===== src/rtl/i2ctb_pkg.sv =====
// shared types, constants and codes of the i2c target buffer engine
`default_nettype none

package i2ctb_pkg;

  localparam int RX_DEPTH = 64;
  localparam int TX_DEPTH = 64;
  localparam int RX_AW    = (RX_DEPTH > 1) ? $clog2(RX_DEPTH) : 1;
  localparam int TX_AW    = (TX_DEPTH > 1) ? $clog2(TX_DEPTH) : 1;
  localparam int RX_CW    = $clog2(RX_DEPTH + 1);
  localparam int TX_CW    = $clog2(TX_DEPTH + 1);

  localparam int Q_DEPTH  = 4;
  localparam int Q_AW     = $clog2(Q_DEPTH);
  localparam int Q_CW     = $clog2(Q_DEPTH + 1);

  localparam int CFG_IW   = 1;
  localparam int CFG_DW   = 1;

  localparam logic [7:0] BYTE_EXHAUSTED = 8'hFF;

  typedef enum logic [3:0] {
    MODE_WR_ADDR = 4'd0,
    MODE_RX_ACK  = 4'd1,
    MODE_RX_NACK = 4'd2,
    MODE_STOP    = 4'd3,
    MODE_RD_ADDR = 4'd4,
    MODE_TX_ACK  = 4'd5,
    MODE_TX_NACK = 4'd6,
    MODE_BUS_ERR = 4'd7,
    MODE_OTHER   = 4'd8,
    MODE_LOAD    = 4'd9,
    MODE_COMMIT  = 4'd10,
    MODE_HOST_RD = 4'd11,
    MODE_RELEASE = 4'd12
  } mode_t;

  typedef enum logic [CFG_IW-1:0] {
    CFG_RX_NOTIFY_EN = 1'd0,
    CFG_TX_NOTIFY_EN = 1'd1
  } cfg_reg_t;

  typedef enum logic [2:0] {
    PH_IDLE   = 3'b001,
    PH_ACTIVE = 3'b010,
    PH_DONE   = 3'b100
  } phase_t;

  typedef struct packed {
    logic [3:0] mode;
    logic [7:0] bus_byte;
    logic [5:0] host_index;
    logic [7:0] host_byte;
    logic [7:0] host_length;
  } in_item_t;

  typedef struct packed {
    logic       ack_next;
    logic [7:0] drive_byte;
    logic       rx_done;
    logic       tx_done;
    logic [6:0] rx_count;
    logic [6:0] tx_count;
    logic [7:0] host_data;
    logic       length_fit;
    logic       rx_notify;
    logic       tx_notify;
  } out_item_t;

  typedef struct packed {
    logic              en;
    logic [CFG_IW-1:0] index;
    logic [CFG_DW-1:0] data;
  } cfg_wr_t;

  // partial result handed from front to back, store read data merged later
  typedef struct packed {
    logic      sel_rx;
    logic      sel_tx;
    out_item_t res;
  } stage_t;

endpackage

`default_nettype wire


===== src/rtl/i2ctb_ram.sv =====
// generic single write port ram with registered read
`default_nettype none

module i2ctb_ram #(
  parameter int WIDTH = 8,
  parameter int DEPTH = 64
) (
  input  wire logic                                          clk,
  input  wire logic                                          we,
  input  wire logic [((DEPTH > 1) ? $clog2(DEPTH) : 1)-1:0]  waddr,
  input  wire logic [WIDTH-1:0]                              wdata,
  input  wire logic                                          re,
  input  wire logic [((DEPTH > 1) ? $clog2(DEPTH) : 1)-1:0]  raddr,
  output logic      [WIDTH-1:0]                              rdata
);

  logic [WIDTH-1:0] mem_r [DEPTH];

  always_ff @(posedge clk) begin
    if (we) begin
      mem_r[waddr] <= wdata;
    end
    if (re) begin
      rdata <= mem_r[raddr];
    end
  end

endmodule

`default_nettype wire


===== src/rtl/i2ctb_front.sv =====
// front end: accepts requests, updates buffer state, issues store accesses
`default_nettype none

module i2ctb_front (
  input  wire logic                clk,
  input  wire logic                rst_n,
  input  wire logic                accept,
  input  wire i2ctb_pkg::in_item_t in_item,
  input  wire i2ctb_pkg::cfg_wr_t  cfg_wr,
  output logic                     rx_we,
  output logic [i2ctb_pkg::RX_AW-1:0] rx_waddr,
  output logic [7:0]               rx_wdata,
  output logic                     rx_re,
  output logic [i2ctb_pkg::RX_AW-1:0] rx_raddr,
  output logic                     tx_we,
  output logic [i2ctb_pkg::TX_AW-1:0] tx_waddr,
  output logic [7:0]               tx_wdata,
  output logic                     tx_re,
  output logic [i2ctb_pkg::TX_AW-1:0] tx_raddr,
  output logic                     stage_valid,
  output i2ctb_pkg::stage_t        stage
);

  import i2ctb_pkg::*;

  logic             rx_en_r, tx_en_r;
  logic [RX_CW-1:0] rx_fill_r, rx_fill_nxt;
  logic [TX_CW-1:0] tx_pos_r, tx_pos_nxt;
  logic [TX_CW-1:0] tx_len_r, tx_len_nxt;
  phase_t           rx_phase_r, rx_phase_nxt;
  phase_t           tx_phase_r, tx_phase_nxt;
  logic             ack_r, ack_nxt;
  logic             stage_valid_r;
  stage_t           stage_r, stage_nxt;
  logic             store_rx, read_rx, read_tx, load_tx;
  logic             rxn, txn, fit;
  logic [7:0]       drive;

  always_comb begin
    rx_fill_nxt  = rx_fill_r;
    tx_pos_nxt   = tx_pos_r;
    tx_len_nxt   = tx_len_r;
    rx_phase_nxt = rx_phase_r;
    tx_phase_nxt = tx_phase_r;
    ack_nxt      = ack_r;
    store_rx     = 1'b0;
    read_rx      = 1'b0;
    read_tx      = 1'b0;
    load_tx      = 1'b0;
    rxn          = 1'b0;
    txn          = 1'b0;
    fit          = 1'b0;
    drive        = 8'h00;
    unique case (mode_t'(in_item.mode))
      MODE_WR_ADDR: begin
        rx_fill_nxt  = '0;
        rx_phase_nxt = PH_ACTIVE;
        ack_nxt      = 1'b1;
      end
      MODE_RX_ACK: begin
        if (32'(rx_fill_r) < RX_DEPTH) begin
          store_rx    = 1'b1;
          rx_fill_nxt = rx_fill_r + 1'b1;
        end
        // refuse the next byte once a single free slot is left
        ack_nxt = !((32'(rx_fill_nxt) + 32'd1) >= RX_DEPTH);
      end
      MODE_RX_NACK: begin
        if (32'(rx_fill_r) < RX_DEPTH) begin
          store_rx    = 1'b1;
          rx_fill_nxt = rx_fill_r + 1'b1;
        end
        if (rx_phase_r == PH_ACTIVE) begin
          rx_phase_nxt = PH_DONE;
          rxn          = rx_en_r;
        end
        ack_nxt = 1'b1;
      end
      MODE_STOP: begin
        if (rx_phase_r == PH_ACTIVE) begin
          rx_phase_nxt = PH_DONE;
          rxn          = rx_en_r;
        end
        ack_nxt = 1'b1;
      end
      MODE_RD_ADDR: begin
        tx_phase_nxt = PH_ACTIVE;
        if (tx_len_r != '0) begin
          read_tx    = 1'b1;
          tx_pos_nxt = TX_CW'(1);
        end else begin
          tx_pos_nxt = '0;
          drive      = BYTE_EXHAUSTED;
        end
        txn     = tx_en_r;
        ack_nxt = 1'b1;
      end
      MODE_TX_ACK: begin
        if (tx_pos_r < tx_len_r && 32'(tx_pos_r) < TX_DEPTH) begin
          read_tx    = 1'b1;
          tx_pos_nxt = tx_pos_r + 1'b1;
        end else begin
          drive = BYTE_EXHAUSTED;
        end
        ack_nxt = 1'b1;
      end
      MODE_TX_NACK: begin
        if (tx_phase_r == PH_ACTIVE) begin
          tx_phase_nxt = PH_DONE;
          tx_len_nxt   = '0;
        end
        ack_nxt = 1'b1;
      end
      MODE_BUS_ERR, MODE_OTHER: begin
        ack_nxt = 1'b1;
      end
      MODE_LOAD: begin
        load_tx = (32'(in_item.host_index) < TX_DEPTH);
      end
      MODE_COMMIT: begin
        if (32'(in_item.host_length) <= TX_DEPTH) begin
          tx_len_nxt = TX_CW'(in_item.host_length);
          fit        = 1'b1;
        end else begin
          tx_len_nxt = TX_CW'(TX_DEPTH);
        end
        tx_phase_nxt = PH_IDLE;
      end
      MODE_HOST_RD: begin
        read_rx = (32'(in_item.host_index) < 32'(rx_fill_r)) &&
                  (32'(in_item.host_index) < RX_DEPTH);
      end
      MODE_RELEASE: begin
        rx_phase_nxt = PH_IDLE;
      end
      default: begin
      end
    endcase
  end

  always_comb begin
    stage_nxt.sel_rx         = read_rx;
    stage_nxt.sel_tx         = read_tx;
    stage_nxt.res.ack_next   = ack_nxt;
    stage_nxt.res.drive_byte = drive;
    stage_nxt.res.rx_done    = (rx_phase_nxt == PH_DONE);
    stage_nxt.res.tx_done    = (tx_phase_nxt == PH_DONE);
    stage_nxt.res.rx_count   = 7'(rx_fill_nxt);
    stage_nxt.res.tx_count   = 7'(tx_pos_nxt);
    stage_nxt.res.host_data  = 8'h00;
    stage_nxt.res.length_fit = fit;
    stage_nxt.res.rx_notify  = rxn;
    stage_nxt.res.tx_notify  = txn;
  end

  assign rx_we    = accept && store_rx;
  assign rx_waddr = RX_AW'(rx_fill_r);
  assign rx_wdata = in_item.bus_byte;
  assign rx_re    = accept && read_rx;
  assign rx_raddr = RX_AW'(in_item.host_index);
  assign tx_we    = accept && load_tx;
  assign tx_waddr = TX_AW'(in_item.host_index);
  assign tx_wdata = in_item.host_byte;
  assign tx_re    = accept && read_tx;
  // read address is the position before this request moves it, or zero for a read address request
  assign tx_raddr = (mode_t'(in_item.mode) == MODE_RD_ADDR) ? '0 : TX_AW'(tx_pos_r);

  always_ff @(posedge clk) begin
    if (!rst_n) begin
      rx_en_r       <= 1'b0;
      tx_en_r       <= 1'b0;
      rx_fill_r     <= '0;
      tx_pos_r      <= '0;
      tx_len_r      <= '0;
      rx_phase_r    <= PH_IDLE;
      tx_phase_r    <= PH_IDLE;
      ack_r         <= 1'b1;
      stage_valid_r <= 1'b0;
    end else begin
      if (cfg_wr.en) begin
        unique case (cfg_reg_t'(cfg_wr.index))
          CFG_RX_NOTIFY_EN: rx_en_r <= cfg_wr.data[0];
          CFG_TX_NOTIFY_EN: tx_en_r <= cfg_wr.data[0];
          default: begin
          end
        endcase
      end
      if (accept) begin
        rx_fill_r  <= rx_fill_nxt;
        tx_pos_r   <= tx_pos_nxt;
        tx_len_r   <= tx_len_nxt;
        rx_phase_r <= rx_phase_nxt;
        tx_phase_r <= tx_phase_nxt;
        ack_r      <= ack_nxt;
      end
      stage_valid_r <= accept;
    end
  end

  always_ff @(posedge clk) begin
    if (accept) begin
      stage_r <= stage_nxt;
    end
  end

  assign stage_valid = stage_valid_r;
  assign stage       = stage_r;

endmodule

`default_nettype wire


===== src/rtl/i2ctb_back.sv =====
// back end: merges store read data into results and queues them for the host
`default_nettype none

module i2ctb_back (
  input  wire logic                 clk,
  input  wire logic                 rst_n,
  input  wire logic                 stage_valid,
  input  wire i2ctb_pkg::stage_t    stage,
  input  wire logic [7:0]           rx_rdata,
  input  wire logic [7:0]           tx_rdata,
  input  wire logic                 pop,
  output logic                      empty,
  output i2ctb_pkg::out_item_t      head,
  output logic [i2ctb_pkg::Q_CW-1:0] count
);

  import i2ctb_pkg::*;

  out_item_t        merged;
  out_item_t        q_mem_r [Q_DEPTH];
  logic [Q_AW-1:0]  wr_ptr_r, wr_ptr_nxt;
  logic [Q_AW-1:0]  rd_ptr_r, rd_ptr_nxt;
  logic [Q_CW-1:0]  count_r, count_nxt;
  logic             do_pop;

  always_comb begin
    merged = stage.res;
    if (stage.sel_rx) begin
      merged.host_data = rx_rdata;
    end
    if (stage.sel_tx) begin
      merged.drive_byte = tx_rdata;
    end
  end

  assign do_pop = pop && (count_r != '0);

  always_comb begin
    wr_ptr_nxt = wr_ptr_r;
    rd_ptr_nxt = rd_ptr_r;
    count_nxt  = count_r;
    if (stage_valid) begin
      wr_ptr_nxt = (wr_ptr_r == Q_AW'(Q_DEPTH - 1)) ? '0 : wr_ptr_r + 1'b1;
    end
    if (do_pop) begin
      rd_ptr_nxt = (rd_ptr_r == Q_AW'(Q_DEPTH - 1)) ? '0 : rd_ptr_r + 1'b1;
    end
    if (stage_valid && !do_pop) begin
      count_nxt = count_r + 1'b1;
    end else if (!stage_valid && do_pop) begin
      count_nxt = count_r - 1'b1;
    end
  end

  always_ff @(posedge clk) begin
    if (!rst_n) begin
      wr_ptr_r <= '0;
      rd_ptr_r <= '0;
      count_r  <= '0;
    end else begin
      wr_ptr_r <= wr_ptr_nxt;
      rd_ptr_r <= rd_ptr_nxt;
      count_r  <= count_nxt;
    end
  end

  always_ff @(posedge clk) begin
    if (stage_valid) begin
      q_mem_r[wr_ptr_r] <= merged;
    end
  end

  assign empty = (count_r == '0);
  assign head  = q_mem_r[rd_ptr_r];
  assign count = count_r;

endmodule

`default_nettype wire


===== src/rtl/i2c_target_buffer_engine.sv =====
// Buffer engine behind an i2c target: bus events and host requests go in
// through a push/full queue port, one result per request comes out through
// an empty/pop queue port in request order. One request is taken every
// clock cycle while the result queue has room. The edge that takes a request
// updates the state, issues the store access and loads the stage register;
// the next edge merges the registered store read and writes the result into
// the queue, whose head drives the out ports. The receive and transmit
// stores each have one write and one read port, so each request touches at
// most one entry of each. The queue holds four results; full is raised once
// four results are waiting or staged. Notify enables are to be written
// through the cfg port only while no request is in flight; the block itself
// does not enforce this. cfg_ready is always high.
`default_nettype none

module i2c_target_buffer_engine (
  input  wire logic                          clk,
  input  wire logic                          rst_n,
  input  wire logic                          in_push,
  output logic                               in_full,
  input  wire i2ctb_pkg::in_item_t           in_item,
  output logic                               out_empty,
  input  wire logic                          out_pop,
  output i2ctb_pkg::out_item_t               out_item,
  input  wire logic                          cfg_valid,
  output logic                               cfg_ready,
  input  wire logic [i2ctb_pkg::CFG_IW-1:0]  cfg_index,
  input  wire logic [i2ctb_pkg::CFG_DW-1:0]  cfg_data
);

  import i2ctb_pkg::*;

  logic             accept;
  cfg_wr_t          cfg_wr;
  logic             rx_we, rx_re, tx_we, tx_re;
  logic [RX_AW-1:0] rx_waddr, rx_raddr;
  logic [TX_AW-1:0] tx_waddr, tx_raddr;
  logic [7:0]       rx_wdata, tx_wdata, rx_rdata, tx_rdata;
  logic             stage_valid;
  stage_t           stage;
  logic [Q_CW-1:0]  q_count;

  // room is counted for the request already sitting in the stage register
  assign in_full   = (32'(q_count) + 32'(stage_valid)) >= Q_DEPTH;
  assign accept    = in_push && !in_full;
  assign cfg_ready = 1'b1;

  assign cfg_wr.en    = cfg_valid && cfg_ready;
  assign cfg_wr.index = cfg_index;
  assign cfg_wr.data  = cfg_data;

  i2ctb_front u_front (
    .clk         (clk),
    .rst_n       (rst_n),
    .accept      (accept),
    .in_item     (in_item),
    .cfg_wr      (cfg_wr),
    .rx_we       (rx_we),
    .rx_waddr    (rx_waddr),
    .rx_wdata    (rx_wdata),
    .rx_re       (rx_re),
    .rx_raddr    (rx_raddr),
    .tx_we       (tx_we),
    .tx_waddr    (tx_waddr),
    .tx_wdata    (tx_wdata),
    .tx_re       (tx_re),
    .tx_raddr    (tx_raddr),
    .stage_valid (stage_valid),
    .stage       (stage)
  );

  i2ctb_ram #(.WIDTH(8), .DEPTH(RX_DEPTH)) u_rx_ram (
    .clk   (clk),
    .we    (rx_we),
    .waddr (rx_waddr),
    .wdata (rx_wdata),
    .re    (rx_re),
    .raddr (rx_raddr),
    .rdata (rx_rdata)
  );

  i2ctb_ram #(.WIDTH(8), .DEPTH(TX_DEPTH)) u_tx_ram (
    .clk   (clk),
    .we    (tx_we),
    .waddr (tx_waddr),
    .wdata (tx_wdata),
    .re    (tx_re),
    .raddr (tx_raddr),
    .rdata (tx_rdata)
  );

  i2ctb_back u_back (
    .clk         (clk),
    .rst_n       (rst_n),
    .stage_valid (stage_valid),
    .stage       (stage),
    .rx_rdata    (rx_rdata),
    .tx_rdata    (tx_rdata),
    .pop         (out_pop),
    .empty       (out_empty),
    .head        (out_item),
    .count       (q_count)
  );

  a_no_overfill: assert property (@(posedge clk) disable iff (!rst_n)
    (32'(q_count) + 32'(stage_valid)) <= Q_DEPTH)
    else $error("result queue overfilled");

  a_accept_staged: assert property (@(posedge clk) disable iff (!rst_n)
    accept |=> stage_valid)
    else $error("accepted request not staged");

  a_one_store_read: assert property (@(posedge clk) disable iff (!rst_n)
    stage_valid |-> !(stage.sel_rx && stage.sel_tx))
    else $error("request reads both stores");

  a_rx_count_bound: assert property (@(posedge clk) disable iff (!rst_n)
    stage_valid |-> 32'(stage.res.rx_count) <= RX_DEPTH)
    else $error("receive count beyond buffer depth");

endmodule

`default_nettype wire

===== config.mk =====
export PLATFORM = sky130hd
export DESIGN_NAME = i2c_target_buffer_engine
export DESIGN_NICKNAME = d
export VERILOG_FILES = /design/src/rtl/i2ctb_pkg.sv /design/src/rtl/i2ctb_ram.sv /design/src/rtl/i2ctb_front.sv /design/src/rtl/i2ctb_back.sv /design/src/rtl/i2c_target_buffer_engine.sv
export SDC_FILE = /design/constraint.sdc
export NUM_CORES = 1
export LEC_CHECK = 0
export ABC_AREA = 1
export BUFFER_PORTS_ARGS = -buffer_cell sky130_fd_sc_hd__buf_2
export CAP_MARGIN = 20
export CORE_MARGIN = 1
export CORE_UTILIZATION = 35
export DETAILED_ROUTE_END_ITERATION = 12
export PLACE_DENSITY = 0.5
export SLEW_MARGIN = 20
export SYNTH_ARGS = -nofsm -noshare
export SYNTH_HDL_FRONTEND = slang
export SYNTH_SLANG_ARGS = --single-unit

===== constraint.sdc =====
create_clock -name clk -period 5.42 [get_ports clk]
set_input_delay 1.355 -clock clk [delete_from_list [all_inputs] [get_ports clk]]
set_output_delay 1.355 -clock clk [all_outputs]
set_load 0.005 [all_outputs]

== Word level (Yosys, flattened, before mapping) ==
Memories as Yosys holds them, arrays and structs flattened. A register that Yosys moved wholly into a read port is not among the register bits.
Index checks and enable logic that the tools add are counted.
Operators by class
  equal/unequal tests: 19
  $add $sub $neg: 8
  $lt $le $gt $ge: 7
  reduce and logical (&&, ||, !) cells: 26
  bitwise logic cells: 1
  muxes and demuxes: 40
Operator list (number)
  $mux 7: 5
  $ge 32x7->1 const B: 1
  $mux 8: 4
  $pmux 7 s2: 2
  $pmux 7 s3: 1
  $eq 4x4->1 const B: 5
  $pmux 3 s3: 2
  $eq 4x3->1 const B: 4
  $pmux 8 s2: 1
  $add 7x1->7 const B: 2
  $lt 7x7->1 const B: 2
  $mux 1: 14
  $mux 3: 4
  $logic_and 1x1->1: 9
  $add 7x1->8 const B: 1
  $eq 4x2->1 const B: 2
  $le 8x7->1 const B: 1
  $mux 2: 4
  $reduce_or 8->1: 1
  $lt 6x7->1: 1
  $lt 7x7->1: 1
  $reduce_bool 7->1: 1
  $eq 3x2->1 const B: 2
  $eq 3x3->1 const B: 2
  19 further kinds: 29
Storage, ports and cells
  memories: 3
  output and inout port bits: 39
  RAM bits: 1168
  register bits: 68
  bits of input ports: 41
  logic and storage cells: 127
Memories
  u_rx_ram.mem_r: depth 64, width 8, read ports 1, clocked after Yosys merged registers in 1, write ports 1, line i2ctb_ram.sv:17  | logic [WIDTH-1:0] mem_r [DEPTH];
  u_tx_ram.mem_r: depth 64, width 8, read ports 1, clocked after Yosys merged registers in 1, write ports 1, line i2ctb_ram.sv:17
  u_back.q_mem_r: depth 4, width 36, read ports 1, clocked after Yosys merged registers in 1, write ports 1, line i2ctb_back.sv:20  | out_item_t q_mem_r [Q_DEPTH];

== Longest topological paths before layout ==
Gate-level depths: netlist of the first run.
  depth after elaboration: 7
  mapped depth: 15
  depth with buffers taken out: 13

== Cells and area by module ==
Synthesis of the first run repeated with hierarchy kept, for this count alone.
Second synthesis, totals
  cell total of the unflattened synthesis: 4498
  area, all modules: 52293.9 um2
By module, submodules not included
  i2ctb_ram: times used 2, cells an instance 1805, area an instance 21419.3 um2, sequential area each 15615.0 um2
  i2ctb_back: times used 1, cells an instance 430, area an instance 6033.3 um2, sequential area each 4504.3 um2
  i2ctb_front: times used 1, cells an instance 451, area an instance 3380.7 um2, sequential area each 1311.3 um2
  i2c_target_buffer_engine: times used 1, cells an instance 7, area an instance 41.3 um2, sequential area each 0.0 um2

== Least setup slack after synthesis of the first run ==
Ideal clock, no wire load.
  path type: input -> register
  start point: input port in_item[18] (netlist bit)
  end point: register u_rx_ram.rdata[0] (read register of u_rx_ram.mem_r), enable pin
  data required time: 5.025 ns
  buffers on the path: 0
  cell stages on the path: 6
  setup time: 0.395 ns
  slack: 2.137 ns
  data arrival time: 2.889 ns
  path through: ha_1 -> a21oi_1 -> nand2_1 -> nand4_1 -> o311ai_0 -> nor4_1
Between the ends
  word-level cells in the longest chain between the ends: 3
RTL lines
  start, declared: line i2c_target_buffer_engine.sv:20  | input wire i2ctb_pkg::in_item_t in_item,
  $lt 6x7->1: line i2ctb_front.sv:130  | read_rx = (32'(in_item.host_index) < 32'(rx_fill_r)) &&
  $mux 1: line i2ctb_front.sv:54  | unique case (mode_t'(in_item.mode))
  $logic_and 1x1->1: line i2ctb_front.sv:159  | assign rx_re = accept && read_rx;
  named net rx_re: line i2c_target_buffer_engine.sv:34  | logic rx_we, rx_re, tx_we, tx_re;
  end, declared: line i2ctb_ram.sv:14  | output logic [WIDTH-1:0] rdata
The timed path passes the listed nets, and every way through them passes these cells.
A chain may end at the register's enable or synchronous reset.

==> results of run 1 <==
==> worst max path at each step <==
stage / endpoint / slack, ns
2_1_floorplan: u_rx_ram.rdata[0] / 2.14
3_3_place_gp: u_rx_ram.mem_r[28][5] / 1.06
3_5_place_dp: u_rx_ram.mem_r[16][5] / 1.01
4_1_cts: out_item[31] / 1.37
5_1_grt: out_item[31] / 1.28
6_report: out_item[31] / 1.46
==> worst register-to-register path: stages, from the launching register on <==
cell and delay [ns]:
sky130_fd_sc_hd__dfxtp_1 0.37, sky130_fd_sc_hd__inv_2 0.12, sky130_fd_sc_hd__nor3_1 0.06, sky130_fd_sc_hd__inv_1 0.13, sky130_fd_sc_hd__nand3_2 0.34, sky130_fd_sc_hd__nor3_4 0.49, sky130_fd_sc_hd__nand2_1 0.68, sky130_fd_sc_hd__nor2_1 0.83
==> flip-flops by register name (all words and copies together) (netlist names), 7 cells and up, named ones only <==
| register | flops |
|---|---|
| u_front.tx_pos_r | 7 |
| u_tx_ram.rdata | 8 |
| u_front.rx_fill_r | 7 |
| u_back.q_mem_r | 144 |
| u_rx_ram.rdata | 8 |
| u_front.tx_len_r | 7 |
| u_tx_ram.mem_r | 512 |
| u_rx_ram.mem_r | 512 |
| u_front.stage | 23 |
==> power by group <==
| part | internal [mW] | switching (mW) | leakage, nW |
|---|---|---|---|
| combinational | 0.952 | 2.58 | 7.76 |
| clock | 5.15 | 3.71 | 2.03 |
| sequential | 10.9 | 0.149 | 11.2 |
==> metal layers <==
layer,global-route usage [%],wire [um]
met3,3.80,9610
met2,30.8,68200
met5,0,28
met4,4.77,2750
met1,28.5,68000
==> kinds of logic (layout without fill, tap and decap cells) <==
logic type,Yosys count,in the layout,share of synthesized area [%]
adders and majority gates,20,20,0.501
xor gates and xnor gates,9,9,0.153
buffers and inverters,681,851,5.41
and+or+nand+nor,1987,1987,17.8
DFF,1247,1247,72.1
AOI/OAI and AO/OA,353,353,4.04
other,1,2,0.00730
==> cells in the mapped netlist (4+ instances only) <==
cell type	count	area share, %
sky130_fd_sc_hd__o21ai_0	148	1.4
sky130_fd_sc_hd__nand3_2	4	0.078
sky130_fd_sc_hd__buf_4	15	0.22
sky130_fd_sc_hd__nor2_1	254	1.9
sky130_fd_sc_hd__nand3_1	574	5.6
sky130_fd_sc_hd__buf_1	12	0.088
sky130_fd_sc_hd__nor2_4	4	0.088
sky130_fd_sc_hd__o22ai_1	41	0.50
sky130_fd_sc_hd__a21oi_1	56	0.55
sky130_fd_sc_hd__nor3_4	4	0.13
sky130_fd_sc_hd__buf_2	115	1.1
sky130_fd_sc_hd__o2111ai_1	10	0.17
sky130_fd_sc_hd__inv_2	14	0.10
sky130_fd_sc_hd__edfxtp_1	1207	71
sky130_fd_sc_hd__dfxtp_1	40	1.6
sky130_fd_sc_hd__nand4_1	80	0.97
sky130_fd_sc_hd__nor4_1	6	0.073
sky130_fd_sc_hd__clkinv_1	5	0.037
sky130_fd_sc_hd__a22oi_1	58	0.85
sky130_fd_sc_hd__nor3_1	16	0.16
sky130_fd_sc_hd__nand2_1	874	6.4
sky130_fd_sc_hd__clkbuf_1	70	0.51
sky130_fd_sc_hd__xor2_1	8	0.14
sky130_fd_sc_hd__inv_1	447	3.3
sky130_fd_sc_hd__ha_1	19	0.46
sky130_fd_sc_hd__a22o_1	7	0.12
sky130_fd_sc_hd__o21ai_1	17	0.17
sky130_fd_sc_hd__nand3b_1	161	2.4
==> layout make-up <==
cell class / count / area (um2) / area share [%]
clock buffer: 180 / 3660 / 6.31
timing repair buffer: 149 / 1020 / 1.75
antenna: 1 / 2.50 / 0.00431
inverter: 466 / 1750 / 3.02
clock inverter: 56 / 514 / 0.886
multi-input combinational: 2370 / 11600 / 20.0
sequential: 1247 / 37100 / 63.8
tap: 1917 / 2400 / 4.13
==> per-stage QoR <==
step	cell area [um2]	utilization, %
floorplan	51400	-
global placement	53800	36.9
detailed placement	53900	36.9
CTS	58000	39.8
global route	58000	39.8
finish	58000	39.8
==> out/results.env, run 1 <==
LAYOUT.CELLS.MOST_COMMON_LIST='1207 x sky130_fd_sc_hd__edfxtp_1, 873 x sky130_fd_sc_hd__nand2_1, 574 x sky130_fd_sc_hd__nand3_1'
CLOCK-SKEW-FINAL_NS=0.0218
R2R_SETUP_SLACK_NS=2.03
MAX-VDD-IR-DROP_mV=0.241
CTSROOTBUFFERMASTER='sky130_fd_sc_hd__clkbuf_16'
RESIZE_COUNT_POST_CTS=0
WORST-ENDPOINT-REQUIRED_NS=4.07
IOS=80
CLOCK_SINK_COUNT=1247
DETAIL_ROUTE.WIRELENGTH_UM=149000
ROUTE.VIAS.TOTAL=32927
WHS_ENDPOINT='u_front.tx_en_r'
STARTPOINT_TYPE='flop'
FINAL_CYCLE_UTILIZATION_OF_THE_CRITICAL_PATH_PCT=73.1
CTS_SETUP_BUFFERS=0
LAYOUT_COMMONEST_CELL='sky130_fd_sc_hd__edfxtp_1'
CLK_LATENCY_NS=0.76
CAP_VIOL_MAX_COUNT=0
CTS_HOLD_REPAIR.BUFFERS=0
CRIT_BUF_INV=3
ANTENNA_LEFT=0
TRITONCTS='yes'
PORT_BUFFERS=78
HOLDCRITPATHCLASS='flop to flop'
PATH_CELLS='inv_2 -> buf_4 -> o21ai_0 -> o22ai_1 -> buf_2'
R2R_CELLS=7
DIE_W_UM=385
CRITICAL_R2R_CAPTURE='u_tx_ram.mem_r[22][6]'
CTS_MADE_BUFFERS=132
FINALNONFILLERCELLS=6386
POWER_PER_CELL_AREA_nW_PER_UM2=403
POSTSYNTHNETCOUNT=4359
WL_PER_CELL_UM=23.3
FINAL_HOLD_VIOLATING_ENDPOINTS=0
FIRST_GLOBAL_VIAS=31447
NUM-FILL-CELLS=13966
HOLD_WS_NS=0.470
DIE_AREA_UM2=148000
YS.WARNINGS.COUNT=0
GP_CONGESTION=0.846
CP-END-KIND='output port'
TIMING.SLEW.HEADROOM_PCT=14.8
GRT_SETUP_UNREPAIRED='false'
POST_DRT_VIA_CELL_RATIO=5.16
PERIOD_NEEDED_NS=3.96
P_LEAK_nW=21.0
PLACEABLECOREAREA_UM2=146000
DRC_ERRORS=0
DP_CELLS=6149
SYNTH_AREA_UM2=51400
FIRST_PASS_ITERS=5
REPORT.POWER.TOTAL_mW=23.4
LAYOUT-AREA-OVERHEAD-VS-SYNTH_PCT=12.9
STARTING_DENSITY_OF_THE_CORE_PCT=35.3
SYNTH_CELLS=4298
YOSYSUNIQUECELLTYPES=49
CP_DATA_ARRIVAL_TIME_NS=2.61
GRT_MAX_DEGREE=209
DR.FIRST_ITER.DRC_COUNT=3311
SYNTH_EDF_COUNT=1207
DIE_HEIGHT_UM=385
GRT_OVERFLOW=0
GLOBAL_ROUTE_USAGE_SUM_PCT=19.8
AVG_CELL_AREA_SYN_UM2=12.0
WORST_SLACK_NS=1.46
PLACEMENT.SETUP.WORST_SLACK_NS=1.01
SLOWEST_DELAY_NS=0.49
PLACEMENT_ROWS=140
HPWLAFTERDP_UM=89600
RUN_STATUS='finished, final reports clean'
CTS.CLK_SLEW.WORST_PATHS_NS=0.06
WORST_PATH_MAX_FANOUT=46
WHS_PATH_DEPTH=2
TIMING.RR.START='u_front.stage_valid'
PATH_DELAY_FAMILY='buffers and inverters'
MAX_SLEW.WORST_PIN.SLEW_NS=1.28
FRACTION_OF_FINAL_LAYOUT_CELLS_WITH_DRIVE_STRENGTH_GREATER_THAN_1_PCT=8.19
CTS_MAX_PATH_BUFFERS=3
TNS_NS=0
FINAL_NETS=4427
FINALMAXSLEWVIOLATIONS=0
ANTENNA_FOUND_INITIAL=3
CRITICAL_PATH_CLASS='flop to output port'
SLOWEST_STAGE_CELL_CRIT_PATH='sky130_fd_sc_hd__buf_4'
HOLD_START='u_front.tx_en_r'
CP_NUM_CELLS=5
SETUP_VIOL=0
CTS_HTREE_LEVELS=4
CLOCK.FMAX_MHz=252
SYNTH-ASYNC-RESET-RATIO_PCT=0
SYNTHFLOPTYPE='sky130_fd_sc_hd__edfxtp_1'
SYNTH_SEQ_AREA_SHARE_PCT=72.1
GRT_FIRST_PASS_WIRELENGTH_UM=216000
FF_LATCH_COUNT_SYNTH=1247
(Power assumes the default switching activity.)
==> run 2: changes to the inputs <==
--- a/config.mk
+++ b/config.mk
@@ -5,7 +5,7 @@
 export SDC_FILE = /design/constraint.sdc
 export NUM_CORES = 1
 export LEC_CHECK = 0
-export ABC_AREA = 1
+export ABC_AREA = 0
 export BUFFER_PORTS_ARGS = -buffer_cell sky130_fd_sc_hd__buf_2
 export CAP_MARGIN = 20
 export CORE_MARGIN = 1
==> constraint.sdc (replaced) <==
create_clock -name clk -period 3.8 [get_ports clk]
set_input_delay 0.95 -clock clk [delete_from_list [all_inputs] [get_ports clk]]
set_output_delay 0.95 -clock clk [all_outputs]
set_load 0.005 [all_outputs]
==> run 2 against run 1 <==
Effect of this change:
- clock-buffer cell count is 5 lower
- cell area fell by 1.3%
- global-route usage fell by 0.34 points
- register-to-register slack got worse by 1.3 ns
- flip-flop and latch count unchanged
- worst setup slack lost 0.98 ns
- combinational power shrank 47%
- worst hold slack worse by 0.021 ns
- clock skew grew 0.015 ns
- die area fell by 5.0%
- critical endpoint is now out_item[6]
- highest routed layer unchanged
==> out/results.env, run 2 <==
GRT_MAX_DEGREE=65  # -69%
FIRST_GLOBAL_VIAS=28493  # -9.4%
FINAL_NETS=3316  # -25%
CLOCK_SINK_COUNT=1247  # unchanged
HPWLAFTERDP_UM=88800  # -0.84%
TIMING.RR.START='u_front.tx_pos_r[0]'
DIE_W_UM=375  # -2.6%
CTS_HOLD_REPAIR.BUFFERS=0  # unchanged
CTS_HTREE_LEVELS=4  # unchanged
SYNTH_TOP_CELLS_BY_AREA='sky130_fd_sc_hd__edfxtp_1 74%, sky130_fd_sc_hd__mux4_2 3.8%, sky130_fd_sc_hd__a21oi_1 2.5%'
MAX-VDD-IR-DROP_mV=0.388  # +61%
FF_LATCH_COUNT_SYNTH=1247  # unchanged
FINAL_HOLD_VIOLATING_ENDPOINTS=0  # unchanged
IOS=80  # unchanged
R2R_CELLS=7  # unchanged
POWER_PER_CELL_AREA_nW_PER_UM2=527  # +31%
LAYOUT.CELLS.MOST_COMMON_LIST='1207 x sky130_fd_sc_hd__edfxtp_1, 270 x sky130_fd_sc_hd__buf_4, 248 x sky130_fd_sc_hd__a21oi_1'
P_LEAK_nW=18.8  # -11%
GRT_SETUP_UNREPAIRED='false'
GRT_FIRST_PASS_WIRELENGTH_UM=200000  # -7.4%
CTS.CLK_SLEW.WORST_PATHS_NS=0.06  # about the same
CP_DATA_ARRIVAL_TIME_NS=2.37  # -0.24 ns
CLK_LATENCY_NS=0.77  # about the same
DR.FIRST_ITER.DRC_COUNT=3190  # -3.7%
CAP_VIOL_MAX_COUNT=0  # unchanged
YOSYSTOPAREACELL='sky130_fd_sc_hd__edfxtp_1'
PLACEABLECOREAREA_UM2=138000  # -5.4%
SYNTH_CELLS=2958  # -31%
CTS_MADE_BUFFERS=136  # +3.0%
AVG_CELL_AREA_SYN_UM2=16.5  # +38%
STARTING_DENSITY_OF_THE_CORE_PCT=35.4  # +0.13 points
MAX_SLEW.WORST_PIN.SLEW_NS=1.11  # -0.169 ns
FINAL_CYCLE_UTILIZATION_OF_THE_CRITICAL_PATH_PCT=87.4
BIGGESTREGSBYFLOPS='u_rx_ram.mem_r x512, u_tx_ram.mem_r x512, u_back.q_mem_r x144'
LAYOUT-AREA-OVERHEAD-VS-SYNTH_PCT=17.3
GP_CONGESTION=0.861  # +1.8%
SYNTH-ASYNC-RESET-RATIO_PCT=0  # unchanged
WORST_PATH_MAX_FANOUT=19  # -59%
WL_PER_CELL_UM=26.8  # +15%
CTSROOTBUFFERMASTER='sky130_fd_sc_hd__clkbuf_16'
SYNTH_SEQ_AREA_SHARE_PCT=75.9  # +3.8 points
CRITICAL_R2R_CAPTURE='u_tx_ram.rdata[6]'
CLOCK.FMAX_MHz=301
FINALMAXSLEWVIOLATIONS=0  # unchanged
DETAIL_ROUTE.WIRELENGTH_UM=139000  # -6.7%
PLACEMENT_ROWS=136  # -2.9%
ROUTE.VIAS.TOTAL=28584  # -13%
CTS_MAX_PATH_BUFFERS=3  # unchanged
CTS_SETUP_BUFFERS=0  # unchanged
TNS_NS=0  # unchanged
PERIOD_NEEDED_NS=3.32
DRC_ERRORS=0  # unchanged
POST_DRT_VIA_CELL_RATIO=5.54  # +7.4%
GLOBAL_ROUTE_USAGE_SUM_PCT=19.5  # -0.34 points
LAYOUT_COMMONEST_CELL='sky130_fd_sc_hd__edfxtp_1'
HOLD_START='u_front.tx_en_r'
WORST-ENDPOINT-REQUIRED_NS=2.85  # -1.22 ns
ANTENNA_LEFT=0  # unchanged
SYNTH.CELLS.MOST_FREQUENT='1207 x sky130_fd_sc_hd__edfxtp_1, 248 x sky130_fd_sc_hd__a21oi_1, 213 x sky130_fd_sc_hd__nor2_1'
RESIZE_COUNT_POST_CTS=0  # unchanged
FIRST_PASS_ITERS=5  # unchanged
TRITONCTS='yes'
SYNTH_EDF_COUNT=1207  # unchanged
RUN_STATUS='finished, final reports clean'
YS.WARNINGS.COUNT=0  # unchanged
FRACTION_OF_FINAL_LAYOUT_CELLS_WITH_DRIVE_STRENGTH_GREATER_THAN_1_PCT=20.8  # +13 points
SYNTHFLOPTYPE='sky130_fd_sc_hd__edfxtp_1'
GRT_OVERFLOW=0  # unchanged
R2R_SETUP_SLACK_NS=0.68  # -1.35 ns
YOSYSUNIQUECELLTYPES=74  # +51%
SETUP_VIOL=0  # unchanged
DIE_AREA_UM2=141000  # -5.0%
DIE_HEIGHT_UM=375  # -2.6%
WHS_ENDPOINT='u_front.tx_en_r'
REPORT.POWER.TOTAL_mW=30.2  # +29%
CP-END-KIND='output port'
CLOCK-SKEW-FINAL_NS=0.0369  # +0.0151 ns
LEADING_CELL_TYPE_BY_NUMBER_OF_INSTANCES_AFTER_SYNTHESIS='sky130_fd_sc_hd__edfxtp_1'
POSTSYNTHNETCOUNT=3019  # -31%
TIMING.SLEW.HEADROOM_PCT=25.8  # +11 points
STARTPOINT_TYPE='flop'
SYNTH_AREA_UM2=48800  # -5.1%
SYNTH.TOP_CELL.AREA_SHARE_PCT=74.3  # +3.8 points
ANTENNA_FOUND_INITIAL=6  # +3
HOLDCRITPATHCLASS='flop to flop'
PORT_BUFFERS=78  # unchanged
WHS_PATH_DEPTH=2  # unchanged
CRITICAL_PATH_CLASS='flop to output port'
==> run 2: worst max path at each step <==
| stage | slack (ns) | cells past startpoint | endpoint | from |
|---|---|---|---|---|
| finish | 0.48 | 3 | out_item[6] | flop |
| floorplan | 0.51 | 8 | u_rx_ram.rdata[0] | in_item[16] |
| CTS | 0.38 | 3 | out_item[6] | flop |
| detailed placement | 0.03 | 7 | u_tx_ram.rdata[6] | in_item[33] |
| global route | 0.35 | 3 | out_item[6] | flop |
| global placement | 0.07 | 7 | u_tx_ram.rdata[2] | in_item[33] |
==> run 2: final cells by class <==
cell class	count	area (um2)
sequential	1247	37000
clock buffer	175	3740
fill	12291	80600
clock inverter	72	609
tap	1794	2240
inverter	20	75.1
antenna	4	10.0
timing repair buffer	358	2740
multi-input combinational	1492	10800
==> run 2: logic make-up (layout without fill, tap and decap cells) <==
logic type,count (synthesis),in the layout,synth area share [%]
XOR/XNOR,6,6,0.108
AO/OA/AOI/OAI,706,706,9.96
multiplexers,180,180,5.90
other,1,5,0.00769
adder cells (fa/ha/maj),20,20,0.528
flip-flops,1247,1247,75.9
AND/OR/NAND/NOR,579,579,5.43
buffers and inverters,219,625,2.14
==> run 2: critical path, cell delays in order, from the launching register on <==
cell and delay (ns):
sky130_fd_sc_hd__dfxtp_2 0.65, sky130_fd_sc_hd__buf_4 0.40, sky130_fd_sc_hd__mux4_2 0.39, sky130_fd_sc_hd__buf_2 0.16
==> run 2: metrics by stage <==
| stage | instance area [um2] | utilization [%] | setup WS [ns] | instances | hold WS, ns |
|---|---|---|---|---|---|
| 2_1_floorplan | 48800 | - | 0.513 | 2958 | 0.432 |
| 5_1_grt | 57200 | 41.5 | 0.351 | 5159 | 0.453 |
| 3_5_place_dp | 52900 | 38.4 | 0.0341 | 4911 | 0.443 |
| 3_3_place_gp | 52900 | 38.4 | 0.0714 | 4911 | 0.442 |
| 4_1_cts | 57200 | 41.5 | 0.377 | 5158 | 0.427 |
| 6_report | 57300 | 41.5 | 0.478 | 5162 | 0.450 |
==> run 2: routing by layer <==
metal,vias up,global-route usage [%],part of all wire [%]
met5,-,0,0.0094
met4,2,5.08,2.0
met3,196,5.17,8.2
met2,1181,30.5,46
met1,14685,26.9,43
li1,12520,-,-
==> run 2: power by group <==
part	internal [mW]	leakage [nW]	total [mW]	switching, mW
sequential	15.3	11.2	15.4	0.123
clock	7.51	2.14	12.9	5.39
combinational	0.697	5.44	1.86	1.16
total	23.5	18.8	30.2	6.68
